===== src/hw/rtl/fbwpm_pkg.sv =====
// ----------------------------------------------------------------------------
// fbwpm_pkg
// Shared types, constants and color scaling tables of the pixel mapper.
// ----------------------------------------------------------------------------
package fbwpm_pkg;

	// Panel geometry
	localparam int PANEL_WIDTH  = 64;
	localparam int PANEL_HEIGHT = 32;

	// Field widths
	localparam int WORD_W  = 32;
	localparam int COORD_W = 12;
	localparam int CHAN_W  = 8;
	localparam int SHIFT_W = 13;
	localparam int IDX_W   = 3;
	localparam int CFG_W   = 32;

	// Signed working width of the row and column arithmetic
	localparam int POS_W = 15;

	// Register indexes of the configuration port
	localparam logic [IDX_W-1:0] REG_MODE          = 3'd0;
	localparam logic [IDX_W-1:0] REG_BITMAP_ROWS   = 3'd1;
	localparam logic [IDX_W-1:0] REG_SRC_X_WINDOW  = 3'd2;
	localparam logic [IDX_W-1:0] REG_SRC_Y_WINDOW  = 3'd3;
	localparam logic [IDX_W-1:0] REG_X_SHIFT       = 3'd4;
	localparam logic [IDX_W-1:0] REG_Y_SHIFT       = 3'd5;
	localparam logic [IDX_W-1:0] REG_MIRROR_ORIGIN = 3'd6;

	// Pixel formats in mode bits 1:0
	localparam logic [1:0] FMT_RGB565   = 2'd0;
	localparam logic [1:0] FMT_RGBA8888 = 2'd1;
	localparam logic [1:0] FMT_ARGB8888 = 2'd2;
	localparam logic [1:0] FMT_RGBA5551 = 2'd3;

	// Rotate flag position in mode
	localparam int MODE_ROT_BIT = 2;

	typedef struct packed {
		logic [2:0]         mode;
		logic [COORD_W-1:0] bitmap_rows;
		logic [CFG_W-1:0]   src_x_window;
		logic [CFG_W-1:0]   src_y_window;
		logic [SHIFT_W-1:0] x_shift;
		logic [SHIFT_W-1:0] y_shift;
		logic [COORD_W-1:0] mirror_origin;
	} cfg_t;

	typedef logic [CHAN_W-1:0] scale5_tab_t [32];
	typedef logic [CHAN_W-1:0] scale6_tab_t [64];

	// Build v*255/31 for every 5-bit code
	function automatic scale5_tab_t gen_scale5();
		scale5_tab_t tab;
		for (int i = 0; i < 32; i++) begin
			tab[i] = CHAN_W'((i * 255) / 31);
		end
		return tab;
	endfunction

	// Build v*255/63 for every 6-bit code
	function automatic scale6_tab_t gen_scale6();
		scale6_tab_t tab;
		for (int i = 0; i < 64; i++) begin
			tab[i] = CHAN_W'((i * 255) / 63);
		end
		return tab;
	endfunction

	localparam scale5_tab_t SCALE5 = gen_scale5();
	localparam scale6_tab_t SCALE6 = gen_scale6();

endpackage


===== src/hw/rtl/fbwpm_pix_if.sv =====
// ----------------------------------------------------------------------------
// fbwpm_pix_if
// Input channel: one stored framebuffer pixel word with its position.
// ----------------------------------------------------------------------------
interface fbwpm_pix_if;
	logic                           valid;
	logic                           ready;
	logic [fbwpm_pkg::WORD_W-1:0]   pixel_word;
	logic [fbwpm_pkg::COORD_W-1:0]  column;
	logic [fbwpm_pkg::COORD_W-1:0]  stored_row;

	modport source (output valid, pixel_word, column, stored_row, input ready);
	modport sink (input valid, pixel_word, column, stored_row, output ready);
endinterface


===== src/hw/rtl/fbwpm_rgb_if.sv =====
// ----------------------------------------------------------------------------
// fbwpm_rgb_if
// Output channel: one panel position with its 8-bit RGB color.
// ----------------------------------------------------------------------------
interface fbwpm_rgb_if;
	logic                           valid;
	logic                           ready;
	logic [fbwpm_pkg::COORD_W-1:0]  panel_x;
	logic [fbwpm_pkg::COORD_W-1:0]  panel_y;
	logic [fbwpm_pkg::CHAN_W-1:0]   r_level;
	logic [fbwpm_pkg::CHAN_W-1:0]   green;
	logic [fbwpm_pkg::CHAN_W-1:0]   blue;

	modport source (output valid, panel_x, panel_y, r_level, green, blue, input ready);
	modport sink (input valid, panel_x, panel_y, r_level, green, blue, output ready);
endinterface


===== src/hw/rtl/fbwpm_cfg_regs.sv =====
// ----------------------------------------------------------------------------
// fbwpm_cfg_regs
// Configuration register file, written through a plain write port.
// ----------------------------------------------------------------------------
module fbwpm_cfg_regs (
	input  logic                           clk,
	input  logic                           arst_n,
	input  logic                           cfg_we,
	input  logic [fbwpm_pkg::IDX_W-1:0]    cfg_idx,
	input  logic [fbwpm_pkg::CFG_W-1:0]    cfg_wdata,
	output fbwpm_pkg::cfg_t                cfg
);

	fbwpm_pkg::cfg_t cfg_q;

	// Decode the index and store the write
	always_ff @(posedge clk or negedge arst_n) begin
		if (!arst_n) begin
			cfg_q <= '{
				mode:          3'd0,
				bitmap_rows:   fbwpm_pkg::COORD_W'(1),
				src_x_window:  '0,
				src_y_window:  '0,
				x_shift:       '0,
				y_shift:       '0,
				mirror_origin: '0
			};
		end else if (cfg_we) begin
			unique case (cfg_idx)
				fbwpm_pkg::REG_MODE:          cfg_q.mode          <= cfg_wdata[2:0];
				fbwpm_pkg::REG_BITMAP_ROWS:   cfg_q.bitmap_rows   <= cfg_wdata[11:0];
				fbwpm_pkg::REG_SRC_X_WINDOW:  cfg_q.src_x_window  <= cfg_wdata;
				fbwpm_pkg::REG_SRC_Y_WINDOW:  cfg_q.src_y_window  <= cfg_wdata;
				fbwpm_pkg::REG_X_SHIFT:       cfg_q.x_shift       <= cfg_wdata[12:0];
				fbwpm_pkg::REG_Y_SHIFT:       cfg_q.y_shift       <= cfg_wdata[12:0];
				fbwpm_pkg::REG_MIRROR_ORIGIN: cfg_q.mirror_origin <= cfg_wdata[11:0];
				default: ;
			endcase
		end
	end

	assign cfg = cfg_q;

endmodule


===== src/hw/rtl/fbwpm_coord_pipe.sv =====
// ----------------------------------------------------------------------------
// fbwpm_coord_pipe
// Four-stage position path: row flip, window test, shift, panel clip and
// mirror. Items that fall outside are dropped by clearing their valid bit.
// ----------------------------------------------------------------------------
module fbwpm_coord_pipe (
	input  logic                           clk,
	input  logic                           arst_n,
	input  logic                           adv,
	input  logic                           in_valid,
	input  logic [fbwpm_pkg::COORD_W-1:0]  column,
	input  logic [fbwpm_pkg::COORD_W-1:0]  stored_row,
	input  fbwpm_pkg::cfg_t                cfg,
	output logic                           valid_out,
	output logic [fbwpm_pkg::COORD_W-1:0]  panel_x,
	output logic [fbwpm_pkg::COORD_W-1:0]  panel_y
);

	localparam int PW = fbwpm_pkg::POS_W;

	logic rot;

	// Stage 1: logical row and column window
	logic                           valid_s1;
	logic signed [PW-1:0]           lrow_s1;
	logic [fbwpm_pkg::COORD_W-1:0]  col_s1;
	logic signed [PW-1:0]           lrow_c;
	logic                           col_ok_c;

	// Stage 2: row window and shifted position
	logic                           valid_s2;
	logic signed [PW-1:0]           px_s2;
	logic signed [PW-1:0]           py_s2;
	logic                           row_ok_c;
	logic signed [PW-1:0]           px_c;
	logic signed [PW-1:0]           py_c;

	// Stage 3: panel clip and mirror
	logic                           valid_s3;
	logic signed [PW-1:0]           xsel_s3;
	logic [fbwpm_pkg::COORD_W-1:0]  py_s3;
	logic                           pos_ok_c;
	logic signed [PW-1:0]           xsel_c;

	// Stage 4: mirrored column check, output register
	logic                           valid_s4;
	logic [fbwpm_pkg::COORD_W-1:0]  px_s4;
	logic [fbwpm_pkg::COORD_W-1:0]  py_s4;
	logic                           x_ok_c;

	assign rot = cfg.mode[fbwpm_pkg::MODE_ROT_BIT];

	// Flip the row when rotating, test the column window
	always_comb begin
		if (rot) begin
			lrow_c = $signed(PW'(cfg.bitmap_rows)) - $signed(PW'(1))
				- $signed(PW'(stored_row));
		end else begin
			lrow_c = $signed(PW'(stored_row));
		end
		col_ok_c = (16'(column) >= cfg.src_x_window[15:0])
			&& (16'(column) < cfg.src_x_window[31:16]);
	end

	always_ff @(posedge clk or negedge arst_n) begin
		if (!arst_n) begin
			valid_s1 <= 1'b0;
		end else if (adv) begin
			valid_s1 <= in_valid && col_ok_c;
		end
	end

	always_ff @(posedge clk) begin
		if (adv) begin
			lrow_s1 <= lrow_c;
			col_s1  <= column;
		end
	end

	// Test the row against bitmap and window, apply the shifts
	always_comb begin
		row_ok_c = !lrow_s1[PW-1]
			&& (lrow_s1[fbwpm_pkg::COORD_W-1:0] < cfg.bitmap_rows)
			&& (16'(lrow_s1[fbwpm_pkg::COORD_W-1:0]) >= cfg.src_y_window[15:0])
			&& (16'(lrow_s1[fbwpm_pkg::COORD_W-1:0]) < cfg.src_y_window[31:16]);
		px_c = $signed(PW'(col_s1)) + PW'($signed(cfg.x_shift));
		py_c = lrow_s1 + PW'($signed(cfg.y_shift));
	end

	always_ff @(posedge clk or negedge arst_n) begin
		if (!arst_n) begin
			valid_s2 <= 1'b0;
		end else if (adv) begin
			valid_s2 <= valid_s1 && row_ok_c;
		end
	end

	always_ff @(posedge clk) begin
		if (adv) begin
			px_s2 <= px_c;
			py_s2 <= py_c;
		end
	end

	// Clip to the panel and pick the mirrored column when rotating
	always_comb begin
		pos_ok_c = !px_s2[PW-1] && (px_s2 < $signed(PW'(fbwpm_pkg::PANEL_WIDTH)))
			&& !py_s2[PW-1] && (py_s2 < $signed(PW'(fbwpm_pkg::PANEL_HEIGHT)));
		if (rot) begin
			xsel_c = $signed(PW'(cfg.mirror_origin)) - px_s2;
		end else begin
			xsel_c = px_s2;
		end
	end

	always_ff @(posedge clk or negedge arst_n) begin
		if (!arst_n) begin
			valid_s3 <= 1'b0;
		end else if (adv) begin
			valid_s3 <= valid_s2 && pos_ok_c;
		end
	end

	always_ff @(posedge clk) begin
		if (adv) begin
			xsel_s3 <= xsel_c;
			py_s3   <= py_s2[fbwpm_pkg::COORD_W-1:0];
		end
	end

	// Drop a mirrored column that left the panel
	assign x_ok_c = !xsel_s3[PW-1] && (xsel_s3 < $signed(PW'(fbwpm_pkg::PANEL_WIDTH)));

	always_ff @(posedge clk or negedge arst_n) begin
		if (!arst_n) begin
			valid_s4 <= 1'b0;
		end else if (adv) begin
			valid_s4 <= valid_s3 && x_ok_c;
		end
	end

	always_ff @(posedge clk) begin
		if (adv) begin
			px_s4 <= xsel_s3[fbwpm_pkg::COORD_W-1:0];
			py_s4 <= py_s3;
		end
	end

	assign valid_out = valid_s4;
	assign panel_x   = px_s4;
	assign panel_y   = py_s4;

endmodule


===== src/hw/rtl/fbwpm_color_pipe.sv =====
// ----------------------------------------------------------------------------
// fbwpm_color_pipe
// Color path in step with the position path: carries the pixel word, unpacks
// it to 8-bit RGB in the third stage and holds it in the output register.
// ----------------------------------------------------------------------------
module fbwpm_color_pipe (
	input  logic                           clk,
	input  logic                           adv,
	input  logic [1:0]                     fmt,
	input  logic [fbwpm_pkg::WORD_W-1:0]   pixel_word,
	output logic [fbwpm_pkg::CHAN_W-1:0]   r_level,
	output logic [fbwpm_pkg::CHAN_W-1:0]   green,
	output logic [fbwpm_pkg::CHAN_W-1:0]   blue
);

	localparam int CW = fbwpm_pkg::CHAN_W;

	logic [fbwpm_pkg::WORD_W-1:0] word_s1;
	logic [fbwpm_pkg::WORD_W-1:0] word_s2;
	logic [CW-1:0]                r_s3, g_s3, b_s3;
	logic [CW-1:0]                r_s4, g_s4, b_s4;
	logic [CW-1:0]                r_c, g_c, b_c;

	// Carry the word alongside the position checks
	always_ff @(posedge clk) begin
		if (adv) begin
			word_s1 <= pixel_word;
			word_s2 <= word_s1;
		end
	end

	// Unpack by format, widening 5- and 6-bit channels through the tables
	always_comb begin
		unique case (fmt)
			fbwpm_pkg::FMT_RGB565: begin
				r_c = fbwpm_pkg::SCALE5[word_s2[15:11]];
				g_c = fbwpm_pkg::SCALE6[word_s2[10:5]];
				b_c = fbwpm_pkg::SCALE5[word_s2[4:0]];
			end
			fbwpm_pkg::FMT_RGBA8888: begin
				r_c = word_s2[31:24];
				g_c = word_s2[23:16];
				b_c = word_s2[15:8];
			end
			fbwpm_pkg::FMT_ARGB8888: begin
				r_c = word_s2[23:16];
				g_c = word_s2[15:8];
				b_c = word_s2[7:0];
			end
			default: begin
				r_c = fbwpm_pkg::SCALE5[word_s2[15:11]];
				g_c = fbwpm_pkg::SCALE5[word_s2[10:6]];
				b_c = fbwpm_pkg::SCALE5[word_s2[5:1]];
			end
		endcase
	end

	always_ff @(posedge clk) begin
		if (adv) begin
			r_s3 <= r_c;
			g_s3 <= g_c;
			b_s3 <= b_c;
			r_s4 <= r_s3;
			g_s4 <= g_s3;
			b_s4 <= b_s3;
		end
	end

	assign r_level = r_s4;
	assign green   = g_s4;
	assign blue    = b_s4;

endmodule


===== src/hw/rtl/framebuffer_window_pixel_mapper_core.sv =====
// ----------------------------------------------------------------------------
// framebuffer_window_pixel_mapper_core
// Four register stages; a result becomes valid once its input item reaches
// the output register, and it is held there until it is taken.
// Throughput: one item per cycle unless the output stalls; the four pipeline
// stages advance together whenever the output register is empty or being taken.
// Dropped pixels leave a bubble and produce no result.
// Reset: pipeline empty, mode 0, bitmap_rows 1, all other registers 0.
// ----------------------------------------------------------------------------
module framebuffer_window_pixel_mapper_core (
	input  logic                           clk,
	input  logic                           arst_n,
	input  logic                           cfg_we,
	input  logic [fbwpm_pkg::IDX_W-1:0]    cfg_idx,
	input  logic [fbwpm_pkg::CFG_W-1:0]    cfg_wdata,
	fbwpm_pix_if.sink                      pix,
	fbwpm_rgb_if.source                    rgb
);

	fbwpm_pkg::cfg_t cfg;
	logic            adv;
	logic            valid_out;

	fbwpm_cfg_regs u_cfg (
		.clk       (clk),
		.arst_n    (arst_n),
		.cfg_we    (cfg_we),
		.cfg_idx   (cfg_idx),
		.cfg_wdata (cfg_wdata),
		.cfg       (cfg)
	);

	// Advance all stages while the output register is free or being taken
	assign adv       = !valid_out || rgb.ready;
	assign pix.ready = adv;

	fbwpm_coord_pipe u_coord (
		.clk        (clk),
		.arst_n     (arst_n),
		.adv        (adv),
		.in_valid   (pix.valid),
		.column     (pix.column),
		.stored_row (pix.stored_row),
		.cfg        (cfg),
		.valid_out  (valid_out),
		.panel_x    (rgb.panel_x),
		.panel_y    (rgb.panel_y)
	);

	fbwpm_color_pipe u_color (
		.clk        (clk),
		.adv        (adv),
		.fmt        (cfg.mode[1:0]),
		.pixel_word (pix.pixel_word),
		.r_level    (rgb.r_level),
		.green      (rgb.green),
		.blue       (rgb.blue)
	);

	assign rgb.valid = valid_out;

endmodule

===== src/flat_wrapper.sv =====
// flat-port wrapper written by rule: the top's interface ports become plain ports
module framebuffer_window_pixel_mapper_core_flat 
  (clk, arst_n, cfg_we, cfg_idx, cfg_wdata, pix_valid, pix_pixel_word, pix_column, pix_stored_row, pix_ready, rgb_valid, rgb_panel_x, rgb_panel_y, rgb_r_level, rgb_green, rgb_blue, rgb_ready);
  fbwpm_pix_if pix_i ();
  fbwpm_rgb_if rgb_i ();
  input  logic clk;
  input  logic arst_n;
  input  logic cfg_we;
  input  logic [fbwpm_pkg::IDX_W-1:0] cfg_idx;
  input  logic [fbwpm_pkg::CFG_W-1:0] cfg_wdata;
  input wire logic [$bits(pix_i.valid)-1:0] pix_valid;
  input wire logic [$bits(pix_i.pixel_word)-1:0] pix_pixel_word;
  input wire logic [$bits(pix_i.column)-1:0] pix_column;
  input wire logic [$bits(pix_i.stored_row)-1:0] pix_stored_row;
  output wire logic [$bits(pix_i.ready)-1:0] pix_ready;
  output wire logic [$bits(rgb_i.valid)-1:0] rgb_valid;
  output wire logic [$bits(rgb_i.panel_x)-1:0] rgb_panel_x;
  output wire logic [$bits(rgb_i.panel_y)-1:0] rgb_panel_y;
  output wire logic [$bits(rgb_i.r_level)-1:0] rgb_r_level;
  output wire logic [$bits(rgb_i.green)-1:0] rgb_green;
  output wire logic [$bits(rgb_i.blue)-1:0] rgb_blue;
  input wire logic [$bits(rgb_i.ready)-1:0] rgb_ready;
  assign pix_i.valid = pix_valid;
  assign pix_i.pixel_word = pix_pixel_word;
  assign pix_i.column = pix_column;
  assign pix_i.stored_row = pix_stored_row;
  assign pix_ready = pix_i.ready;
  assign rgb_valid = rgb_i.valid;
  assign rgb_panel_x = rgb_i.panel_x;
  assign rgb_panel_y = rgb_i.panel_y;
  assign rgb_r_level = rgb_i.r_level;
  assign rgb_green = rgb_i.green;
  assign rgb_blue = rgb_i.blue;
  assign rgb_i.ready = rgb_ready;
  framebuffer_window_pixel_mapper_core u_core (.clk(clk), .arst_n(arst_n), .cfg_we(cfg_we), .cfg_idx(cfg_idx), .cfg_wdata(cfg_wdata), .pix(pix_i), .rgb(rgb_i));
endmodule

===== config.mk =====
export PLATFORM = sky130hd
export DESIGN_NAME = framebuffer_window_pixel_mapper_core_flat
export DESIGN_NICKNAME = d
export VERILOG_FILES = /design/src/hw/rtl/fbwpm_pkg.sv /design/src/hw/rtl/fbwpm_pix_if.sv /design/src/hw/rtl/fbwpm_rgb_if.sv /design/src/hw/rtl/fbwpm_cfg_regs.sv /design/src/hw/rtl/fbwpm_coord_pipe.sv /design/src/hw/rtl/fbwpm_color_pipe.sv /design/src/hw/rtl/framebuffer_window_pixel_mapper_core.sv /design/src/flat_wrapper.sv
export SDC_FILE = /design/constraint.sdc
export NUM_CORES = 1
export LEC_CHECK = 0
export ABC_AREA = 1
export CAP_MARGIN = 20
export CELL_PAD_IN_SITES_DETAIL_PLACEMENT = 1
export CELL_PAD_IN_SITES_GLOBAL_PLACEMENT = 1
export CORE_MARGIN = 2
export CORE_UTILIZATION = 40
export CTS_BUF_LIST = sky130_fd_sc_hd__clkbuf_8
export DETAILED_ROUTE_END_ITERATION = 7
export DONT_BUFFER_PORTS = 1
export GPL_ROUTABILITY_DRIVEN = 0
export MAX_ROUTING_LAYER = met4
export PLACE_DENSITY_LB_ADDON = 0.08
export SLEW_MARGIN = 20
export SYNTH_ARGS = -nofsm -noshare
export SYNTH_HDL_FRONTEND = slang
export SYNTH_SLANG_ARGS = --single-unit

===== constraint.sdc =====
create_clock -name clk -period 10.05 [get_ports clk]
set_clock_uncertainty 0.2 [all_clocks]
set_input_delay 1.5075 -clock clk [delete_from_list [all_inputs] [get_ports clk]]
set_output_delay 1.5075 -clock clk [all_outputs]
set_load 0.01 [all_outputs]

==> metrics.txt, run 1 <==
CP Max Fanout=79; Tmin final=just under 4000 ps; Congestion Overflow GR=0; maximum clock insertion buffer count=3; number of search-and-repair iterations in the first detailed-routing pass=6; cell leakage power=about 8.4 nW; sequential cell area in the final layout=about 9600 um2; post-synthesis cell count=1675; DR vias/cell=roughly 5.1; routed wire length per instance=around 20 um; via count of the routed design=about 12000; max-slew headroom at the worst pin=34.9%; buffering stage count on the worst path with inverters included=4; initial core utilization=40.6%; area fraction of the dominant cell type after synthesis=between 30 and 40%; CTS H-Tree Depth=2; number of I/O port buffers=0; global-route usage over all layers=around 22%; post-cts gate resize count=0; cell-by-cell trace of the critical path=nor2_1 > buf_4 > inv_8 > buf_4 > buf_4; clock network latency to the later pin of the worst-skew pair=640 ps; clock buffer count from CTS=between 50 and 60; synthesized net count=1887; post-route fraction of the period consumed by the critical path=about two fifths; end of the worst register-to-register path=u_core.u_coord.panel_y[3]$_DFFE_PP_; Synth Register Bits=around 340; cell repeated most along the worst path=sky130_fd_sc_hd__buf_4; highest clock rate=approximately 0.26 GHz; share of the yosys chip area belonging to registers=a little under three fifths; Crit path max-delay family=buffers and inverters; number of placed I/O pins=around 150; dominant cell type by area after synthesis=sky130_fd_sc_hd__edfxtp_1; most frequent standard cell in the layout excluding fill and tap cells=sky130_fd_sc_hd__nand2_1; layout cell share with drive strength beyond 1=~6.8%; maximum vdd ir drop=~0.12 mV; Synth warnings=0; Total Neg Setup Slack=0 ps; synthesized area=approximately 17000 um2; cell type of the slowest stage on the worst timing path=sky130_fd_sc_hd__buf_4; RSZ-0062 raised after global routing=false; Die Area=approximately 43000 um2; DP HPWL=about 33000 um; count of standard-cell rows=74; max-slew violation total from the final report=0; category of the worst setup path capture point=flip-flop; synth top area cells=sky130_fd_sc_hd__edfxtp_1, sky130_fd_sc_hd__dfrtp_1, sky130_fd_sc_hd__nand2_1; detailed-route wire length=between 40000 and 50000 um; Die X-Extent=~210 um; top library cells by usage in the layout, fill and taps aside=sky130_fd_sc_hd__nand2_1, sky130_fd_sc_hd__inv_1, sky130_fd_sc_hd__edfxtp_1; final standard cell count with taps included and fillers excluded=around 2300; number of DRC violations after detailed routing=0; First DRT Iteration DRCs=around 420; area of the multi-input gates=around 6000 um2; result of the run=finished clean; path category of the worst min-delay check=reg2reg; final hold violations=0; largest net degree at the start of global routing=about 120; end point of the worst hold path=u_core.u_coord.panel_x[0]$_DFFE_PP_; number of antenna violations at the first check in global routing=1; R2R setup slack=6510 ps; number of inserted filler cells in the final layout=approximately 4700; core region area=about 40000 um2; CP max stage delay=between 800 and 900 ps; CTS Hold Bufs=0; cell at the root of the clock tree=sky130_fd_sc_hd__clkbuf_8; number of cells on the worst reg-to-reg path=6; area growth from synthesis to final layout=10.5%; critical path arrival=slightly below 4000 ps; first-pass GRT wire length=~70000 um; final count of negative-setup-slack endpoints=0; CP startpoint kind=input port; Maximum Capacitance Violations=0; final layout net count=1919; Required @ worst endpoint=~10000 ps; mean instance size in the synthesized netlist=between 9 and 10 um2; power per unit of standard cell area=~250 nW/um2; Chip Height=around 210 um; count of clock tree sinks=between 300 and 400; clock-pin slew on the worst setup and hold paths=approximately 60 ps; Worst Tran Pin Value=977 ps; launch point of the worst hold path=u_core.u_coord.xsel_s3[0]$_DFFE_PP_; count of different cell masters after synthesis=~50; WS Path Type=in2reg; post-CTS setup repair buffer count=0; remaining antenna violation count after routing=0; number of global-route vias before repair=12503; hold path depth=0; cell total after placement=~2200; TritonCTS clock tree=built; worst flop-to-flop path startpoint=u_core.u_coord.valid_out$_DFFE_PN0P_
cells by family (layout without fill, tap and decap cells):
kind of cell	count (synthesis)	after routing	share of synthesized area, %
xor gates and xnor gates	34	34	1.79
DFF	339	339	57.6
AOI/OAI and AO/OA	323	323	10.5
adders and majority gates	116	116	8.91
buffers and inverters	268	348	6.20
and+or+nand+nor	595	595	15.0
other	0	1	0
power by group:
group | internal (mW) | switching (mW) | total, mW
sequential | 1.92 | 0.260 | 2.18
combinational | 0.439 | 0.753 | 1.19
clock | 0.665 | 0.573 | 1.24
registers in the layout, indices dropped and copies added (netlist names), 12 cells and up:
register	cells
u_core.u_cfg.cfg	117
u_core.u_color.word_s1	32
u_core.u_color.word_s2	32
u_core.u_coord.py_s2	15
u_core.u_coord.xsel_s3	15
u_core.u_coord.lrow_s1	14
u_core.u_coord.px_s2	14
u_core.u_coord.col_s1	12
u_core.u_coord.panel_x	12
u_core.u_coord.panel_y	12
u_core.u_coord.py_s3	12
final cells by class:
type	instances	area share [%]
flip-flops and latches	339	52.1
multi-input cells	1068	32.8
clock buffers	68	5.09
inverters	233	4.80
well taps	532	3.62
clock inverters	41	1.21
repair buffers	6	0.381
diodes	1	0.0136
metal layers:
metal	track usage [%]	vias up	wire (um)
met5	-	-	0
met4	6.26	0	1090
met3	4.22	89	1960
met2	36.2	233	21900
met1	26.5	5691	19800
li1	-	5745	-
worst max-delay path by stage:
| stage | start | end | slack [ps] | cells past startpoint |
|---|---|---|---|---|
| final | rgb_ready | u_core.u_coord.panel_y[3]$_DFFE_PP_ | 6180 | 5 |
| after global routing | rgb_ready | u_core.u_color.word_s1[31]$_DFFE_PP_ | 5970 | 5 |
| after CTS | rgb_ready | u_core.u_coord.panel_y[4]$_DFFE_PP_ | 6170 | 5 |
| after detailed placement | rgb_ready | u_core.u_color.word_s2[31]$_DFFE_PP_ | 5510 | 5 |
| after global placement | rgb_ready | u_core.u_color.word_s2[31]$_DFFE_PP_ | 5590 | 5 |
| after floorplan | rgb_ready | pix_ready | 2450 | 2 |
cell usage after synthesis (all sizes together):
cell type / n
or2: 4
fa: 4
a22oi: 4
inv: 233
nor4: 8
ha: 112
o211ai: 5
dfstp: 1
nand4: 14
nor3b: 2
dfrtp: 120
buf: 18
a21o: 5
a211oi: 2
nor2: 93
a221oi: 5
o2111ai: 1
nor3: 14
a21oi: 82
o21ai: 191
clkbuf: 17
o221ai: 2
xor2: 24
o22ai: 10
o31a: 1
o31ai: 3
a31oi: 6
nand3: 71
a32oi: 1
edfxtp: 218
xnor2: 10
a21boi: 2
nand3b: 1
nand2: 386
and2: 2
o21bai: 3
through the flow:
step	hold WS [ps]	power (mW)	setup slack [ps]	cell area (um2)	util, %
6_report	215	4.61	6180	18400	44.9
5_1_grt	218	4.95	5970	18400	44.9
4_1_cts	215	4.68	6170	18400	44.9
3_5_place_dp	206	3.42	5510	17200	42.1
3_3_place_gp	201	3.35	5590	17200	42.0
2_1_floorplan	200	3.00	2450	16600	-
No activity file was read; power rests on OpenSTA's default activity.
==> inputs of run 2 (changes only) <==
- ABC_AREA: 1 -> 0
- clock period: 10.05 -> 3.53 ns (I/O delays scaled with it)
==> run 2 against run 1 <==
Effect of this change: combinational power rose to 3.0 times the previous value; sequential power rose to 2.9 times the previous value; core utilization rose by 3.8 points; first-iteration DRC count rose by 0.71%; die area fell by 2.9%; critical path depth rose by 5; final cell count fell by 13%; sequential share of layout area fell by 2.6 points; worst hold slack got worse by 140 ps; largest cell class unchanged; largest power group unchanged.
==> metrics.txt, run 2 <==
WS Path Type=reg2reg; count of standard-cell rows=73; number of global-route vias before repair=11385; max-slew headroom at the worst pin=34.9%; count of clock tree sinks=339; CP Max Fanout=4; cell at the root of the clock tree=sky130_fd_sc_hd__clkbuf_8; max-slew violation total from the final report=0; maximum clock insertion buffer count=3; via count of the routed design=between 10000 and 15000; result of the run=finished clean; layout cell share with drive strength beyond 1=approximately 15%; maximum vdd ir drop=around 0.37 mV; Total Neg Setup Slack=0 ps; leading register cell type out of synthesis=sky130_fd_sc_hd__edfxtp_1; post-synthesis cell count=between 1000 and 1500; detailed-route wire length=between 40000 and 50000 um; First DRT Iteration DRCs=approximately 430; path category of the worst min-delay check=in2reg; DP HPWL=~29000 um; number of DRC violations after detailed routing=0; area growth from synthesis to final layout=19.9%; core region area=39700 um2; number of antenna violations at the first check in global routing=4; Worst Tran Pin Value=977 ps; final core utilization=between 40 and 50%; number of search-and-repair iterations in the first detailed-routing pass=5; share of the yosys chip area belonging to registers=between 50% and 60%; number of flops mapped to enable cells by yosys=between 200 and 250; power per unit of standard cell area=around 740 nW/um2; largest net degree at the start of global routing=122; mean instance size in the synthesized netlist=between 10 and 15 um2; synthesized net count=roughly 1500; number of flip-flops in the largest register=~120; TritonCTS clock tree=built; number of placed I/O pins=between 100 and 150; Congestion Overflow GR=0; count of different cell masters after synthesis=about 70; post-CTS setup repair buffer count=0; clock network latency to the later pin of the worst-skew pair=around 630 ps; first-pass GRT wire length=between 60000 and 70000 um; Tmin final=between 3000 and 4000 ps; Post-Place Cell Area=approximately 17000 um2; CP startpoint kind=flip-flop; hold slack=between 70 and 80 ps; Layout Cell Area excl Fill=19300 um2; top cells by count, synth=sky130_fd_sc_hd__edfxtp_1, sky130_fd_sc_hd__dfrtp_1, sky130_fd_sc_hd__ha_1, sky130_fd_sc_hd__inv_1, sky130_fd_sc_hd__o21ai_0; Die Area=42000 um2; routed wire length per instance=roughly 21 um; category of the worst setup path capture point=flip-flop; global-route usage over all layers=between 20% and 30%; synthesized area=about 16000 um2; Maximum Capacitance Violations=0; final count of negative-setup-slack endpoints=0; cell total after placement=between 1500 and 2000; post-route fraction of the period consumed by the critical path=91.4%; synth top area cells=sky130_fd_sc_hd__edfxtp_1, sky130_fd_sc_hd__dfrtp_1, sky130_fd_sc_hd__ha_1; RSZ-0062 raised after global routing=false; critical path arrival=approximately 3400 ps; number of I/O port buffers=0; highest clock rate=between 0.3 and 0.4 GHz; Required @ worst endpoint=about 3700 ps; Chip Height=205 um; top library cells by usage in the layout, fill and taps aside=sky130_fd_sc_hd__edfxtp_1, sky130_fd_sc_hd__dfrtp_1, sky130_fd_sc_hd__inv_1; Die X-Extent=205 um; final standard cell count with taps included and fillers excluded=around 2000; final layout net count=around 1600; Synth warnings=0; Synth Register Bits=339; final hold violations=0; Async S/R FF share, synth=around 36%; most common cell in the netlist=sky130_fd_sc_hd__edfxtp_1; cell leakage power=slightly above 8 nW; most frequent standard cell in the layout excluding fill and tap cells=sky130_fd_sc_hd__edfxtp_1; remaining antenna violation count after routing=0; clock buffer count from CTS=61; initial core utilization=around 40%; area fraction of the dominant cell type after synthesis=between 40% and 50%; DR vias/cell=roughly 5.3; CTS H-Tree Depth=2; clock-pin slew on the worst setup and hold paths=approximately 60 ps; dominant cell type by area after synthesis=sky130_fd_sc_hd__edfxtp_1
[run 2: cell count changes in the layout (fill, tap and decap cells not counted), sizes merged, moves of 18 or more]
cell | previous run | this run
nor2 | 93 | 49
a21oi | 82 | 64
nand2 | 386 | 86
nand3 | 71 | 16
dlygate4sd3 | 0 | 99
xnor2 | 10 | 34
mux2 | 0 | 80
inv | 251 | 120
o21ai | 191 | 101
[run 2: metal layers]
metal	GRT usage, %	part of all wire (%)
met5	-	0
met4	7.58	3.2
met3	4.14	4.3
met2	36.0	49
met1	25.4	43
[run 2: final timing paths]
check,from,endpoint,slack (ps),depth (start not counted)
setup / recovery,u_core.u_cfg.cfg[102]$_DFFE_PN1P_,u_core.u_coord.lrow_s1[10]$_DFFE_PP_,300,10
hold / removal,cfg_we,u_core.u_cfg.cfg[64]$_DFFE_PN0P_,80,2
setup reg to reg,u_core.u_cfg.cfg[102]$_DFFE_PN1P_,u_core.u_coord.lrow_s1[10]$_DFFE_PP_,300,10
max in group asynchronous,arst_n,u_core.u_cfg.cfg[78]$_DFFE_PN0P_,2250,2
hold reg to reg,u_core.u_coord.xsel_s3[0]$_DFFE_PP_,u_core.u_coord.panel_x[0]$_DFFE_PP_,210,0
min in group asynchronous,arst_n,u_core.u_cfg.cfg[41]$_DFFE_PN0P_,260,2
[run 2: logic make-up after synthesis]
group                      share of synthesized area [%]
and+or+nand+nor                                     7.32
adders and majority gates                           9.24
xor gates and xnor gates                            2.23
AOI/OAI and AO/OA                                   11.8
DFF                                                 59.3
muxes                                               6.51
buffers and inverters                               3.53
[run 2: metrics by stage]
step	setup WS (ps)	power [mW]
after floorplan	-1080	8.85
after global placement	361	9.77
after detailed placement	274	9.92
after CTS	257	14.6
after global routing	37.3	15.3
final	304	14.4
[run 2: repair_timing]
action,in CTS,in global routing
endpoints found under the setup margin,0,2
resized for setup,0,1
hold endpoints to repair,297,0
hold buffers,100,0
[run 2: power by group]
part	total (mW)	internal (mW)	switching (mW)
Clock	4.39	2.67	1.71
Combinational	3.61	1.64	1.97
Sequential	6.39	5.60	0.791
[run 2: cell type report]
class,instances,area [um2]
diodes,2,5.00
well taps,525,657
repair buffers,116,1190
clock inverters,43,487
inverters,113,428
flip-flops and latches,339,9580
clock buffers,72,991
fillers,4135,20400
multi-input cells,792,6010
[run 2: worst max-delay path, cell delays in order, from the launching register on]
cell and delay [ps]:
sky130_fd_sc_hd__dfstp_2 530, sky130_fd_sc_hd__inv_1 80, sky130_fd_sc_hd__ha_1 290, sky130_fd_sc_hd__inv_1 70, sky130_fd_sc_hd__fa_1 450, sky130_fd_sc_hd__a211oi_1 370, sky130_fd_sc_hd__o21ai_0 250, sky130_fd_sc_hd__a31oi_1 310
sky130_fd_sc_hd__o21ai_0 170, sky130_fd_sc_hd__xnor2_1 150, sky130_fd_sc_hd__mux2i_1 80
